File: config.mk
export PLATFORM = sky130hd
export DESIGN_NAME = kme_ctrl
export DESIGN_NICKNAME = d
export VERILOG_FILES = /design/src/rtl/kme_pkg.sv /design/src/rtl/kme_ctrl.sv
export VERILOG_INCLUDE_DIRS = /design/src /design/src/rtl
export SDC_FILE = /design/constraint.sdc
export NUM_CORES = 1
export LEC_CHECK = 0
export BUFFER_PORTS_ARGS = -buffer_cell sky130_fd_sc_hd__buf_2
export CELL_PAD_IN_SITES_DETAIL_PLACEMENT = 1
export CELL_PAD_IN_SITES_GLOBAL_PLACEMENT = 2
export CORE_MARGIN = 4
export CORE_UTILIZATION = 30
export DETAILED_ROUTE_END_ITERATION = 6
export GPL_ROUTABILITY_DRIVEN = 1
export PLACE_DENSITY_LB_ADDON = 0.1
export SLEW_MARGIN = 20
export SYNTH_ARGS = -nofsm -noshare
export SYNTH_HDL_FRONTEND = slang
export SYNTH_SLANG_ARGS = --single-unit
File: constraint.sdc
create_clock -name clk -period 5.4 [get_ports clk]
set_clock_uncertainty 0.15 [all_clocks]
set_input_delay 1.08 -clock clk [delete_from_list [all_inputs] [get_ports clk]]
set_output_delay 1.08 -clock clk [all_outputs]
set_load 0.03 [all_outputs]
File: src/rtl/keyed_mantissa_extractor_defines.svh
// Assertion macros shared by the keyed mantissa extractor RTL.
// No dependencies; define ASSERT_OFF to compile the checks away.
`ifndef KEYED_MANTISSA_EXTRACTOR_DEFINES_SVH
`define KEYED_MANTISSA_EXTRACTOR_DEFINES_SVH
`ifndef ASSERT_OFF
`define KME_ASSERT(label, clk, rst_n, prop, msg) \
  label: assert property (@(posedge clk) disable iff (!rst_n) (prop)) else $error(msg);
`define KME_ASSERT_NR(label, clk, prop, msg) \
  label: assert property (@(posedge clk) (prop)) else $error(msg);
`else
`define KME_ASSERT(label, clk, rst_n, prop, msg)
`define KME_ASSERT_NR(label, clk, prop, msg)
`endif
`endif

File: src/rtl/kme_pkg.sv
// Shared types, constants and lookup functions for the keyed mantissa extractor.
// No dependencies.
package kme_pkg;

  typedef struct packed {
    logic signed [63:0] raw_value;
    logic [31:0]        tile_row;
    logic [31:0]        tile_col;
  } kme_in_t;

  typedef struct packed {
    logic signed [3:0] mantissa;
    logic              last_of_tile;
  } kme_out_t;

  localparam logic [1:0] CFG_KEY_WORD_0 = 2'd0;
  localparam logic [1:0] CFG_KEY_WORD_1 = 2'd1;
  localparam logic [1:0] CFG_KEY_WORD_2 = 2'd2;
  localparam logic [1:0] CFG_KEY_WORD_3 = 2'd3;
  localparam int unsigned CFG_NUM_REGS = 4;

  localparam logic [31:0] SIGMA_0 = 32'h61707865;
  localparam logic [31:0] SIGMA_1 = 32'h3320646e;
  localparam logic [31:0] SIGMA_2 = 32'h79622d32;
  localparam logic [31:0] SIGMA_3 = 32'h6b206574;
  localparam logic [31:0] LANE_TAG = 32'h4D58424C;
  localparam logic [31:0] GOLDEN_MUL = 32'h9E3779B9;
  localparam int unsigned MAX_NIBBLES = 4096;

  // Controller to datapath commands.
  typedef struct packed {
    logic latch_tile;   // capture row/col, clear block index
    logic load_item;    // capture raw value, compute tag
    logic init_block;   // load the round state from key and counter
    logic next_block;   // advance block index before init
    logic do_round;     // one column or diagonal half round
    logic finalize;     // keystream = state + init
    logic take_nibble;  // consume one nibble
  } kme_cmd_t;

  typedef struct packed {
    logic accept;   // current nibble lands in the set
    logic wrap;     // current nibble is the last of the block
  } kme_sts_t;

  function automatic logic nib_accept(input logic [3:0] m);
    case (m)
      4'd1, 4'd3, 4'd8, 4'd9, 4'd11: nib_accept = 1'b0;
      default:                       nib_accept = 1'b1;
    endcase
  endfunction

  function automatic logic [3:0] nib_value(input logic [3:0] m);
    case (m)
      4'd2:    nib_value = 4'd1;
      4'd4:    nib_value = 4'd2;
      4'd5:    nib_value = 4'd3;
      4'd6:    nib_value = 4'd4;
      4'd7:    nib_value = 4'd6;
      4'd10:   nib_value = 4'hF;
      4'd12:   nib_value = 4'hE;
      4'd13:   nib_value = 4'hD;
      4'd14:   nib_value = 4'hC;
      4'd15:   nib_value = 4'hA;
      default: nib_value = 4'd0;
    endcase
  endfunction

endpackage

File: src/rtl/kme_ctrl.sv
// Controller: sequences tile start, block generation, and nibble rejection.
// Depends on kme_pkg and the shared assertion macros.
`include "keyed_mantissa_extractor_defines.svh"
module kme_ctrl #(
  parameter int unsigned TILE_SIZE     = 32,
  parameter int unsigned DOUBLE_ROUNDS = 10
) (
  input  logic              clk,
  input  logic              rst_n,
  input  logic              in_valid,
  output logic              in_ready,
  input  logic              out_ready,
  output logic              out_valid,
  output logic              last_r,
  output logic              zero_mant,
  input  kme_pkg::kme_sts_t sts,
  output kme_pkg::kme_cmd_t cmd
);
  import kme_pkg::*;

  localparam int EW = (TILE_SIZE > 1) ? $clog2(TILE_SIZE) : 1;
  localparam int RW = $clog2(2 * DOUBLE_ROUNDS + 1);
  localparam int TW = $clog2(MAX_NIBBLES + 1);

  localparam logic [2:0] S_IDLE  = 3'd0;
  localparam logic [2:0] S_TAG   = 3'd1;
  localparam logic [2:0] S_ROUND = 3'd2;
  localparam logic [2:0] S_FIN   = 3'd3;
  localparam logic [2:0] S_NIB   = 3'd4;
  localparam logic [2:0] S_OUT   = 3'd5;

  logic [2:0]    state_r, state_nxt;
  logic [EW-1:0] elem_r;
  logic [RW-1:0] rnd_r;
  logic [TW-1:0] tries_r;
  logic          found_r;   // result already chosen; block refill pending
  logic          build_r;   // a keystream block must be built in S_TAG
  logic          first_w, fire_in;

  assign first_w  = (elem_r == '0);
  assign in_ready = (state_r == S_IDLE);
  assign fire_in  = in_valid && in_ready;
  assign out_valid = (state_r == S_OUT);

  always_comb begin
    cmd = '0;
    state_nxt = state_r;
    case (state_r)
      S_IDLE: if (fire_in) begin
        cmd.load_item  = 1'b1;
        cmd.latch_tile = first_w;
        state_nxt = S_TAG;
      end
      S_TAG: begin
        if (build_r) begin
          cmd.init_block = 1'b1;
          state_nxt = S_ROUND;
        end else begin
          state_nxt = S_NIB;
        end
      end
      S_ROUND: begin
        cmd.do_round = 1'b1;
        if (rnd_r == RW'(2 * DOUBLE_ROUNDS - 1)) state_nxt = S_FIN;
      end
      S_FIN: begin
        cmd.finalize = 1'b1;
        state_nxt = found_r ? S_OUT : S_NIB;
      end
      S_NIB: begin
        cmd.take_nibble = 1'b1;
        if (sts.wrap) begin
          cmd.next_block = 1'b1;
          state_nxt = S_TAG;
        end else if (sts.accept || tries_r == TW'(MAX_NIBBLES - 1)) begin
          state_nxt = S_OUT;
        end
      end
      S_OUT: if (out_ready) state_nxt = S_IDLE;
      default: state_nxt = S_IDLE;
    endcase
  end

  always_ff @(posedge clk) begin
    if (!rst_n) begin
      state_r <= S_IDLE;
      elem_r  <= '0;
      rnd_r   <= '0;
      tries_r <= '0;
      found_r <= 1'b0;
      build_r <= 1'b0;
      last_r  <= 1'b0;
      zero_mant <= 1'b0;
    end else begin
      state_r <= state_nxt;
      if (cmd.init_block) rnd_r <= '0;
      else if (cmd.do_round) rnd_r <= rnd_r + RW'(1);
      if (fire_in) begin
        tries_r <= '0;
        found_r <= 1'b0;
        build_r <= first_w;
        last_r  <= (32'(elem_r) + 32'd1 >= TILE_SIZE);
        elem_r  <= (32'(elem_r) + 32'd1 >= TILE_SIZE) ? '0 : elem_r + EW'(1);
      end
      if (cmd.take_nibble) begin
        tries_r <= tries_r + TW'(1);
        if (sts.accept || tries_r == TW'(MAX_NIBBLES - 1)) begin
          found_r   <= 1'b1;
          zero_mant <= !sts.accept;
        end
      end
      // A block is built on the first element of a tile and after each wrap.
      if (cmd.next_block) build_r <= 1'b1;
      if (cmd.init_block) build_r <= 1'b0;
    end
  end

  `KME_ASSERT(a_out_hold, clk, rst_n, out_valid && !out_ready |=> out_valid, "result dropped")
  `KME_ASSERT(a_no_in_busy, clk, rst_n, state_r != S_IDLE |-> !in_ready, "accepted while busy")
  `KME_ASSERT(a_round_bound, clk, rst_n, state_r == S_ROUND |-> rnd_r < RW'(2 * DOUBLE_ROUNDS), "round overrun")
endmodule

==> reports/metrics.yaml, run 1 <==
floorplan:
  fp.coreArea_um2: 4786
  design.die.area_um2: 6191
  die_w_um: 78.69
  start_util_pct: 31.32
  die_h_um: 78.69
  pin_count: 17
  core.rowCount: 25
setup_path:
  reg2reg_slack_ns: 3.12
  path_buf_inv: 2
  crit_family: "simple AND/OR/NAND/NOR gates"
  crit_arrival_ns: 2.37
  crit_top_cell: "buf_2"
  worstReg2RegStart: "state_r[2]"
  cpPeakStageDelay_ns: 0.55
  worstPathMaxFanout: 12
  end_kind: "output pin"
  reg2reg_to: "tries_r[10]"
  worstPathCellList: "buf_2 > or4b_4 > nor4_1 > buf_2"
  worst_ep_required_time_ns: 4.17
  crit_slowest_cell: "or4b_4"
  cp-start-kind: "primary input"
  reg2reg_depth: 4
  crit_type: "in -> out"
synthesis:
  synth_top_area_share_pct: 40.07
  synth_top_family_by_area: "simple AND/OR/NAND/NOR gates"
  yosys_warnings: 0
  synth-adder-area-share_pct: 3.339
  synthMuxAreaShare_pct: 2.838
  netlist.top_cell.by_area: "dfxtp_1"
  synth_compound_area_share_pct: 14.19
  synth.cell_area_um2: 1499
  synth.top_cells.by_area: "dfxtp_1, nor2_1, a21oi_1"
  syn-num-nets: 193
  synthCells: 183
  ys_types: 44
  synth-simple-area-share_pct: 30.47
  synth-xor-area-share_pct: 4.090
  syn_area_per_cell_um2: 8.191
  synth_seq_cells: 30
  yosysSeqAreaShare_pct: 40.07
place:
  hpwl_um: 2783
  dp_cells: 258
  placedInstanceArea_um2: 1618
  gp_congestion: 0.7035
  pre_cts_slack_ns: 1.769
  portBuffers: 16
clock_network:
  cts_made_buffers: 5
  post_cts_buffers: 0
  cts_tree: "yes"
  clock_sinks: 30
  cts_root_buffer: "clkbuf_8"
  clock_latency_ns: 0.28
  ctsResizeCount: 0
  htree_num_levels: 2
  cts_buffer_depth: 2
  cts.clk_slew.worst_paths_ns: 0.06
  hold_buffers: 0
grt:
  grt_pass1_wl_um: 6665
  overflow: 0
  grt_pass1_vias: 1392
  gr-max-usage-layer: "met2"
  use_met1_pct: 16.93
  grt_use_met2_pct: 22.58
  grt_use_met3_pct: 4.243
  track_usage_pct: 13.68
  grt_antenna_before_repair: 0
  grt_start_max_net_pins: 16
drt:
  wl_per_cell_um: 14.24
  viasPerCell: 4.985
  wl_um: 3787
  dr.pass1.iters: 4
  drtAntennaViolNets: 0
  drcViolationCount: 0
  drtIter0Drc: 36
  dr_total_vias: 1326
timing:
  finalMaxSlewViolations: 0
  setup_ws_ns: 1.803
  relSlewSlack_pct: 63.69
  finalCriticalPeriod_ns: 3.597
  worst-slew-pin-transition_ns: 0.5447
  tns_ns: 0
  hold_viol: 0
  rsz0062_at_grt: "false"
  setup_viol: 0
  max_freq_mhz: 278.0
  fin_crit_sh_pct: 66.60
finish:
  multi_input_area_um2: 823.3
  final_cells: 266
  diodes: 0
  nets: 208
  seqCellArea_um2: 600.6
  fillers: 598
  synthToLayoutAreaGrowth_pct: 14.02
  stdcell_area_um2: 1709
  drive_gt1_share_pct: 15.08
power:
  finalPower_uw: 519.3
  vdd_drop_max_uv: 117.1
  leakage_uw: 0.0006663
  power_per_cell_area_nw_per_um2: 303.8
flow_run:
  max_cap_violations: 0
min_path:
  hp-class: "reg -> reg"
  min_from: "last_r"
  whs_path_depth: 2
  holdPathEnd: "last_r"
outcome:
  outcome: "finished, final reports clean"
## cell usage after synthesis
master     count
a2111oi_0      1
a211oi_1       3
a21oi_1       16
a22oi_1        1
a31o_2         1
a31oi_1        2
a41o_1         1
and2_1         5
and3_1         2
and4_1         2
buf_2          3
buf_4          1
buf_6          1
clkbuf_1       3
clkinv_1       1
dfxtp_1       30
ha_1           4
inv_1          6
inv_2          1
mux2_2         2
mux2i_1        2
nand2_1       19
nand2b_1       4
nand3_1        9
nand3b_1       1
nand4_1        5
nand4bb_1      1
nor2_1        25
nor2b_1        2
nor3_1         2
nor3_2         1
nor3b_1        2
nor3b_2        1
nor4_1         2
o21a_1         1
o21ai_0        6
o221ai_1       1
o311ai_0       1
o31ai_1        1
or3b_1         1
or4_1          2
or4b_4         1
xnor2_1        1
xor2_1         6
## kinds of logic (layout without fill, tap and decap cells)
kind of cell | count (synthesis) | after routing
and+or+nand+nor | 87 | 87
muxes | 4 | 4
AOI/OAI and AO/OA | 35 | 35
DFF | 30 | 30
buffers and inverters | 16 | 32
adders and majority gates | 4 | 4
xor gates and xnor gates | 7 | 7
## cell type report
| cell class | instances | area share [%] |
|---|---|---|
| Sequential cell | 30 | 35.14 |
| Multi-Input combinational cell | 137 | 48.17 |
| Clock buffer | 7 | 5.051 |
| Tap cell | 67 | 4.905 |
| Timing Repair Buffer | 16 | 4.685 |
| Inverter | 8 | 1.757 |
| Clock inverter | 1 | 0.2928 |
## how the worst max path moves through the flow
stage | from | endpoint | slack (ns) | cells past startpoint
floorplan | in_valid | cmd[6] | 1.60 | 2
finish | in_valid | cmd[6] | 1.80 | 4
global route | in_valid | cmd[6] | 1.70 | 4
global placement | in_valid | cmd[6] | 1.84 | 4
CTS | in_valid | cmd[6] | 1.77 | 4
detailed placement | in_valid | cmd[6] | 1.77 | 4
## stage by stage
stage / hold WS [ns] / util, %
after global placement: 0.2830 / 33.80
final: 0.3030 / 35.71
after detailed placement: 0.2977 / 33.80
after CTS: 0.3071 / 35.71
after floorplan: 0.3053 / -
after global routing: 0.3298 / 35.71
## cells in the final DEF (no fill, tap or decap), types with 2 or more instances in the layout
| cell | n |
|---|---|
| dfxtp_1 | 30 |
| nor2_1 | 25 |
| nand2_1 | 19 |
| a21oi_1 | 16 |
| buf_2 | 16 |
| nand3_1 | 9 |
| inv_1 | 6 |
| o21ai_0 | 6 |
| xor2_1 | 6 |
| clkbuf_8 | 6 |
| and2_1 | 5 |
| nand4_1 | 5 |
| nand2b_1 | 4 |
| ha_1 | 4 |
| a211oi_1 | 3 |
| nor3b_1 | 2 |
| nor3_1 | 2 |
| nor2b_1 | 2 |
| nor4_1 | 2 |
| and3_1 | 2 |
| mux2_2 | 2 |
| mux2i_1 | 2 |
| or4_1 | 2 |
| a31oi_1 | 2 |
| and4_1 | 2 |
## worst reg2reg max path: stages (launching register included)
cell and delay, ns:
dfxtp_1 0.54, or3b_1 0.64, nor4_1 0.43, mux2_2 0.38
nor2_1 0.09
## sequential cells by signal (all words and copies together) (netlist names)
register	count
elem_r	5
state_r	3
found_r	1
build_r	1
rnd_r	5
last_r	1
zero_mant	1
tries_r	13
## power by group
group / switching [µW] / leakage (µW) / internal [µW]
Combinational: 63.1 / 0.000375 / 27.7
Clock: 84.5 / 0.0000482 / 103
Sequential: 11.8 / 0.000243 / 230
## routing by layer
| layer | vias to the layer above | share of wire (%) |
|---|---|---|
| met5 | - | 0 |
| met4 | 0 | 1.1 |
| met3 | 4 | 2.4 |
| met2 | 12 | 48 |
| met1 | 637 | 48 |
| li1 | 673 | - |
No activity file was read; power rests on OpenSTA's default activity.
==> run 2, diff against run 1 <==
==> constraint.sdc (replaced) <==
create_clock -name clk -period 3.1 [get_ports clk]
set_clock_uncertainty 0.15 [all_clocks]
set_input_delay 0.62 -clock clk [delete_from_list [all_inputs] [get_ports clk]]
set_output_delay 0.62 -clock clk [all_outputs]
set_load 0.03 [all_outputs]
==> run 2 against run 1 <==
Against the previous run: power grew 69%; largest power group unchanged; critical path type is now reg -> out; worst setup slack got worse by 1.5 ns; clock-buffer cell count unchanged; worst hold slack is essentially flat; sequential power grew 75%; global-route usage down 0.30 points.
==> reports/metrics.yaml, run 2 (synthesis results as in run 1) <==
outcome:
  outcome: "finished, final reports clean"
clock_network:
  ctsResizeCount: 0  # unchanged
  cts.clk_slew.worst_paths_ns: 0.06  # about the same
  clock_sinks: 30  # unchanged
  post_cts_buffers: 0  # unchanged
  hold_buffers: 0  # unchanged
  cts_made_buffers: 5  # unchanged
  htree_num_levels: 2  # unchanged
  cts_root_buffer: "clkbuf_8"
  cts_buffer_depth: 2  # unchanged
  clock_latency_ns: 0.28  # about the same
  cts_tree: "yes"
place:
  portBuffers: 16  # unchanged
  placedInstanceArea_um2: 1625  # +0.46%
  gp_congestion: 0.7461  # +6.1%
  pre_cts_slack_ns: 0.4092  # -1.360 ns
  hpwl_um: 2756  # -1.0%
finish:
  layout_common_cells: "dfxtp_1, nor2_1, nand2_1, a21oi_1, buf_2"
  nets: 209  # +0.48%
  diodes: 0  # unchanged
  regMostFlops: "tries_r"
  final_common_cell: "dfxtp_1"
  largestRegisters: "tries_r x13, elem_r x5, rnd_r x5"
  synthToLayoutAreaGrowth_pct: 13.52
  multi_input_area_um2: 823.3  # unchanged
  seqCellArea_um2: 600.6  # unchanged
  largest_reg_flops: 13  # unchanged
  fillers: 597  # -0.17%
  fin_util_pct: 35.56  # -0.16 points
  stdcell_area_um2: 1702  # -0.44%
  drive_gt1_share_pct: 14.57  # -0.50 points
drt:
  drtIter0Drc: 32  # -11%
  wl_per_cell_um: 14.05  # -1.3%
  drcViolationCount: 0  # unchanged
  wl_um: 3737  # -1.3%
  dr.pass1.iters: 4  # unchanged
  drtAntennaViolNets: 0  # unchanged
  dr_total_vias: 1303  # -1.7%
  viasPerCell: 4.898  # -1.7%
min_path:
  whs_path_depth: 2  # unchanged
  holdPathEnd: "last_r"
  min_from: "last_r"
  hp-class: "reg -> reg"
floorplan:
  fp.coreArea_um2: 4786  # unchanged
  start_util_pct: 31.32  # unchanged
  design.die.area_um2: 6191  # unchanged
  die_h_um: 78.69  # unchanged
  die_w_um: 78.69  # unchanged
  core.rowCount: 25  # unchanged
  pin_count: 17  # unchanged
grt:
  grt_start_max_net_pins: 16  # unchanged
  grt_pass1_vias: 1390  # -0.14%
  grt_pass1_wl_um: 6506  # -2.4%
  track_usage_pct: 13.38  # -0.30 points
  overflow: 0  # unchanged
  grt_antenna_before_repair: 0  # unchanged
timing:
  hold_viol: 0  # unchanged
  setup_ws_ns: 0.3264  # -1.477 ns
  worst-slew-pin-transition_ns: 0.5220  # -0.02265 ns
  setup_viol: 0  # unchanged
  finalCriticalPeriod_ns: 2.774
  relSlewSlack_pct: 65.07  # +1.4 points
  max_freq_mhz: 360.5
  rsz0062_at_grt: "false"
  finalMaxSlewViolations: 0  # unchanged
  fin_crit_sh_pct: 89.47
  tns_ns: 0  # unchanged
setup_path:
  cp-start-kind: "flop"
  crit_arrival_ns: 2.00  # -0.37 ns
  reg2reg_to: "tries_r[10]"
  crit_type: "reg -> out"
  reg2reg_depth: 5  # +1
  reg2reg_slack_ns: 0.93  # -2.19 ns
  end_kind: "output pin"
  worstPathMaxFanout: 12  # unchanged
  worstReg2RegStart: "state_r[2]"
  worst_ep_required_time_ns: 2.33  # -1.84 ns
power:
  finalPower_uw: 875.3  # +69%
  power_per_cell_area_nw_per_um2: 514.4  # +69%
  leakage_uw: 0.0006606  # -0.85%
  vdd_drop_max_uv: 164.6  # +41%
flow_run:
  max_cap_violations: 0  # unchanged
## run 2: how the worst max path moves through the flow
stage / start / depth (start not counted) / slack, ns / end
4_1_cts: state_r[2] / 3 / 0.30 / cmd[6]
3_5_place_dp: in_valid / 4 / 0.41 / cmd[6]
5_1_grt: state_r[2] / 3 / 0.21 / cmd[6]
2_1_floorplan: in_valid / 2 / 0.22 / cmd[6]
6_report: state_r[2] / 3 / 0.33 / cmd[6]
3_3_place_gp: in_valid / 4 / 0.47 / cmd[6]
## run 2: final cells by class
class | count | area share, %
Clock buffer | 7 | 4.485
Multi-Input combinational cell | 137 | 48.38
Sequential cell | 30 | 35.29
Inverter | 8 | 1.765
Timing Repair Buffer | 17 | 5.147
Tap cell | 67 | 4.926
## run 2: power by group
part,total [µW],leakage [µW],internal (µW),switching (µW)
registers,421,0.000243,400,20.8
clock network,296,0.0000383,154,141
logic,159,0.000380,50.2,109
total,875,0.000661,604,271
## run 2: per-stage QoR
step | cells | hold slack (ns)
floorplan | 183 | 0.3053
global placement | 259 | 0.2929
detailed placement | 259 | 0.2970
CTS | 266 | 0.3090
global route | 266 | 0.3578
finish | 266 | 0.3029
## run 2: per-layer routing
metal,track usage [%],up-vias,share of wire (%)
met3,3.899,6,3.2
li1,-,676,-
met2,21.22,12,45
met5,0,-,0
met1,16.77,609,49
met4,5.769,0,1.8
## run 2: critical path, stage by stage, from the launching register on
cell	delay, ns
dfxtp_1	0.41
or4b_4	0.66
nor4_1	0.38
buf_2	0.27
==> run 3, diff against run 2 <==
--- a/config.mk
+++ b/config.mk
@@ -14,6 +14,7 @@
 export DETAILED_ROUTE_END_ITERATION = 6
 export GPL_ROUTABILITY_DRIVEN = 1
 export PLACE_DENSITY_LB_ADDON = 0.1
+export RECOVER_POWER = 100
 export SLEW_MARGIN = 20
 export SYNTH_ARGS = -nofsm -noshare
 export SYNTH_HDL_FRONTEND = slang
==> run 3 against run 2 <==
Against the previous run: sequential cell count stayed put; wire length hardly changed; power is 0.74% lower; critical path type unchanged; sequential power hardly changed; critical endpoint unchanged; cell area is 1.6% lower; non-clock buffer count stayed put; final cell count stayed put; largest cell class unchanged; die area stayed put.
==> reports/metrics.yaml, run 3 (synthesis results as in run 1) <==
outcome:
  outcome: "finished, final reports clean"
setup_path:
  crit_arrival_ns: 2.09  # +0.09 ns
  worstPathCellList: "or4b_4 > nor4_1 > clkbuf_1"
  end_kind: "output pin"
  cp-start-kind: "flop"
  crit_type: "reg -> out"
  worstReg2RegStart: "state_r[2]"
  reg2reg_slack_ns: 0.75  # -0.18 ns
  crit_slowest_cell: "or4b_4"
  worstPathMaxFanout: 12  # unchanged
  reg2reg_depth: 5  # unchanged
  worst_ep_required_time_ns: 2.33  # about the same
  cpPeakStageDelay_ns: 0.65  # about the same
  reg2reg_to: "tries_r[11]"
clock_network:
  ctsResizeCount: 0  # unchanged
  cts_root_buffer: "clkbuf_8"
  cts_tree: "yes"
  hold_buffers: 0  # unchanged
  clock_latency_ns: 0.28  # about the same
  htree_num_levels: 2  # unchanged
  cts_buffer_depth: 2  # unchanged
  cts_made_buffers: 5  # unchanged
  clock_sinks: 30  # unchanged
  cts.clk_slew.worst_paths_ns: 0.06  # about the same
  post_cts_buffers: 0  # unchanged
finish:
  layout_common_cells: "dfxtp_1, nor2_1, nand2_1, a21oi_1, clkbuf_1"
  synthToLayoutAreaGrowth_pct: 11.69
  regMostFlops: "tries_r"
  drive_gt1_share_pct: 7.035  # -7.5 points
  largestRegisters: "tries_r x13, elem_r x5, rnd_r x5"
  final_common_cell: "dfxtp_1"
  diodes: 0  # unchanged
  largest_reg_flops: 13  # unchanged
  nets: 209  # unchanged
place:
  hpwl_um: 2756  # unchanged
  pre_cts_slack_ns: 0.4092  # unchanged
  portBuffers: 16  # unchanged
  gp_congestion: 0.7461  # unchanged
power:
  power_per_cell_area_nw_per_um2: 519.0  # +0.89%
  leakage_uw: 0.0006128  # -7.2%
  vdd_drop_max_uv: 159.9  # -2.9%
drt:
  drcViolationCount: 0  # unchanged
  drtIter0Drc: 36  # +13%
  drtAntennaViolNets: 0  # unchanged
  wl_per_cell_um: 14.05  # about the same
  dr_total_vias: 1315  # +0.92%
  dr.pass1.iters: 4  # unchanged
  viasPerCell: 4.944  # +0.92%
  wl_um: 3736  # about the same
min_path:
  min_from: "last_r"
  whs_path_depth: 2  # unchanged
  hp-class: "reg -> reg"
  holdPathEnd: "last_r"
grt:
  grt_pass1_wl_um: 6506  # unchanged
  overflow: 0  # unchanged
  grt_start_max_net_pins: 16  # unchanged
  track_usage_pct: 13.38  # unchanged
  grt_antenna_before_repair: 0  # unchanged
  grt_pass1_vias: 1390  # unchanged
timing:
  finalCriticalPeriod_ns: 2.860  # +0.08613 ns
  setup_viol: 0  # unchanged
  finalMaxSlewViolations: 0  # unchanged
  max_freq_mhz: 349.7  # -3.0%
  relSlewSlack_pct: 41.32  # -24 points
  tns_ns: 0  # unchanged
  setup_ws_ns: 0.2403  # -0.08613 ns
  rsz0062_at_grt: "false"
  fin_crit_sh_pct: 92.25  # +2.8 points
  worst-slew-pin-transition_ns: 0.8783  # +0.3562 ns
  hold_viol: 0  # unchanged
floorplan:
  start_util_pct: 31.32  # unchanged
  die_h_um: 78.69  # unchanged
  fp.coreArea_um2: 4786  # unchanged
  die_w_um: 78.69  # unchanged
  pin_count: 17  # unchanged
  design.die.area_um2: 6191  # unchanged
  core.rowCount: 25  # unchanged
flow_run:
  max_cap_violations: 0  # unchanged
## run 3: changes by cell type in the layout (fill, tap and decap cells not counted), sizes merged
cell	change
buf	-12
clkbuf	+12
## run 3: where the power goes
group	internal, µW	switching, µW	leakage (µW)	total, µW
combinational	44.6	109	0.000332	154
sequential	400	20.3	0.000243	420
clock	154	141	0.0000383	295
total	599	270	0.000613	869
## run 3: cell type report
cell class / instances / area (µm²)
flip-flops and latches: 30 / 600.6
well taps: 67 / 83.83
repair buffers: 17 / 70.07
inverters: 8 / 30.03
fillers: 604 / 3112
clock buffers: 7 / 76.32
multi-input cells: 137 / 813.3
## run 3: critical path: cells and delay by family, from the launching register on
| family | cells | cell delay, ns |
|---|---|---|
| buffers and inverters | 1 | 0.36 |
| AND/OR/NAND/NOR | 2 | 1.04 |
| flip-flops | 1 | 0.41 |
## run 3: per-layer routing
metal	track usage, %	vias up	share of wire, %
li1	-	675	-
met1	16.77	619	48
met2	21.22	15	46
met3	3.899	6	4.0
met4	5.769	0	1.8
met5	0	-	0
## run 3: worst max-delay path by stage
stage / endpoint / slack [ns] / from
finish: cmd[6] / 0.24 / state_r[2]
global route: cmd[6] / 0.11 / state_r[2]
CTS: cmd[6] / 0.30 / state_r[2]
detailed placement: cmd[6] / 0.41 / in_valid
global placement: cmd[6] / 0.47 / in_valid
floorplan: cmd[6] / 0.22 / in_valid
## run 3: stage by stage
step	total power, µW	hold slack (ns)	cells	area, µm²	utilization, %
CTS	898.2	0.3090	266	1702	35.56
finish	868.9	0.3060	266	1674	34.98
detailed placement	592.8	0.2970	259	1625	33.96
floorplan	548.3	0.3053	183	1499	-
global placement	589.0	0.2929	259	1625	33.96
global route	925.8	0.3545	266	1674	34.98
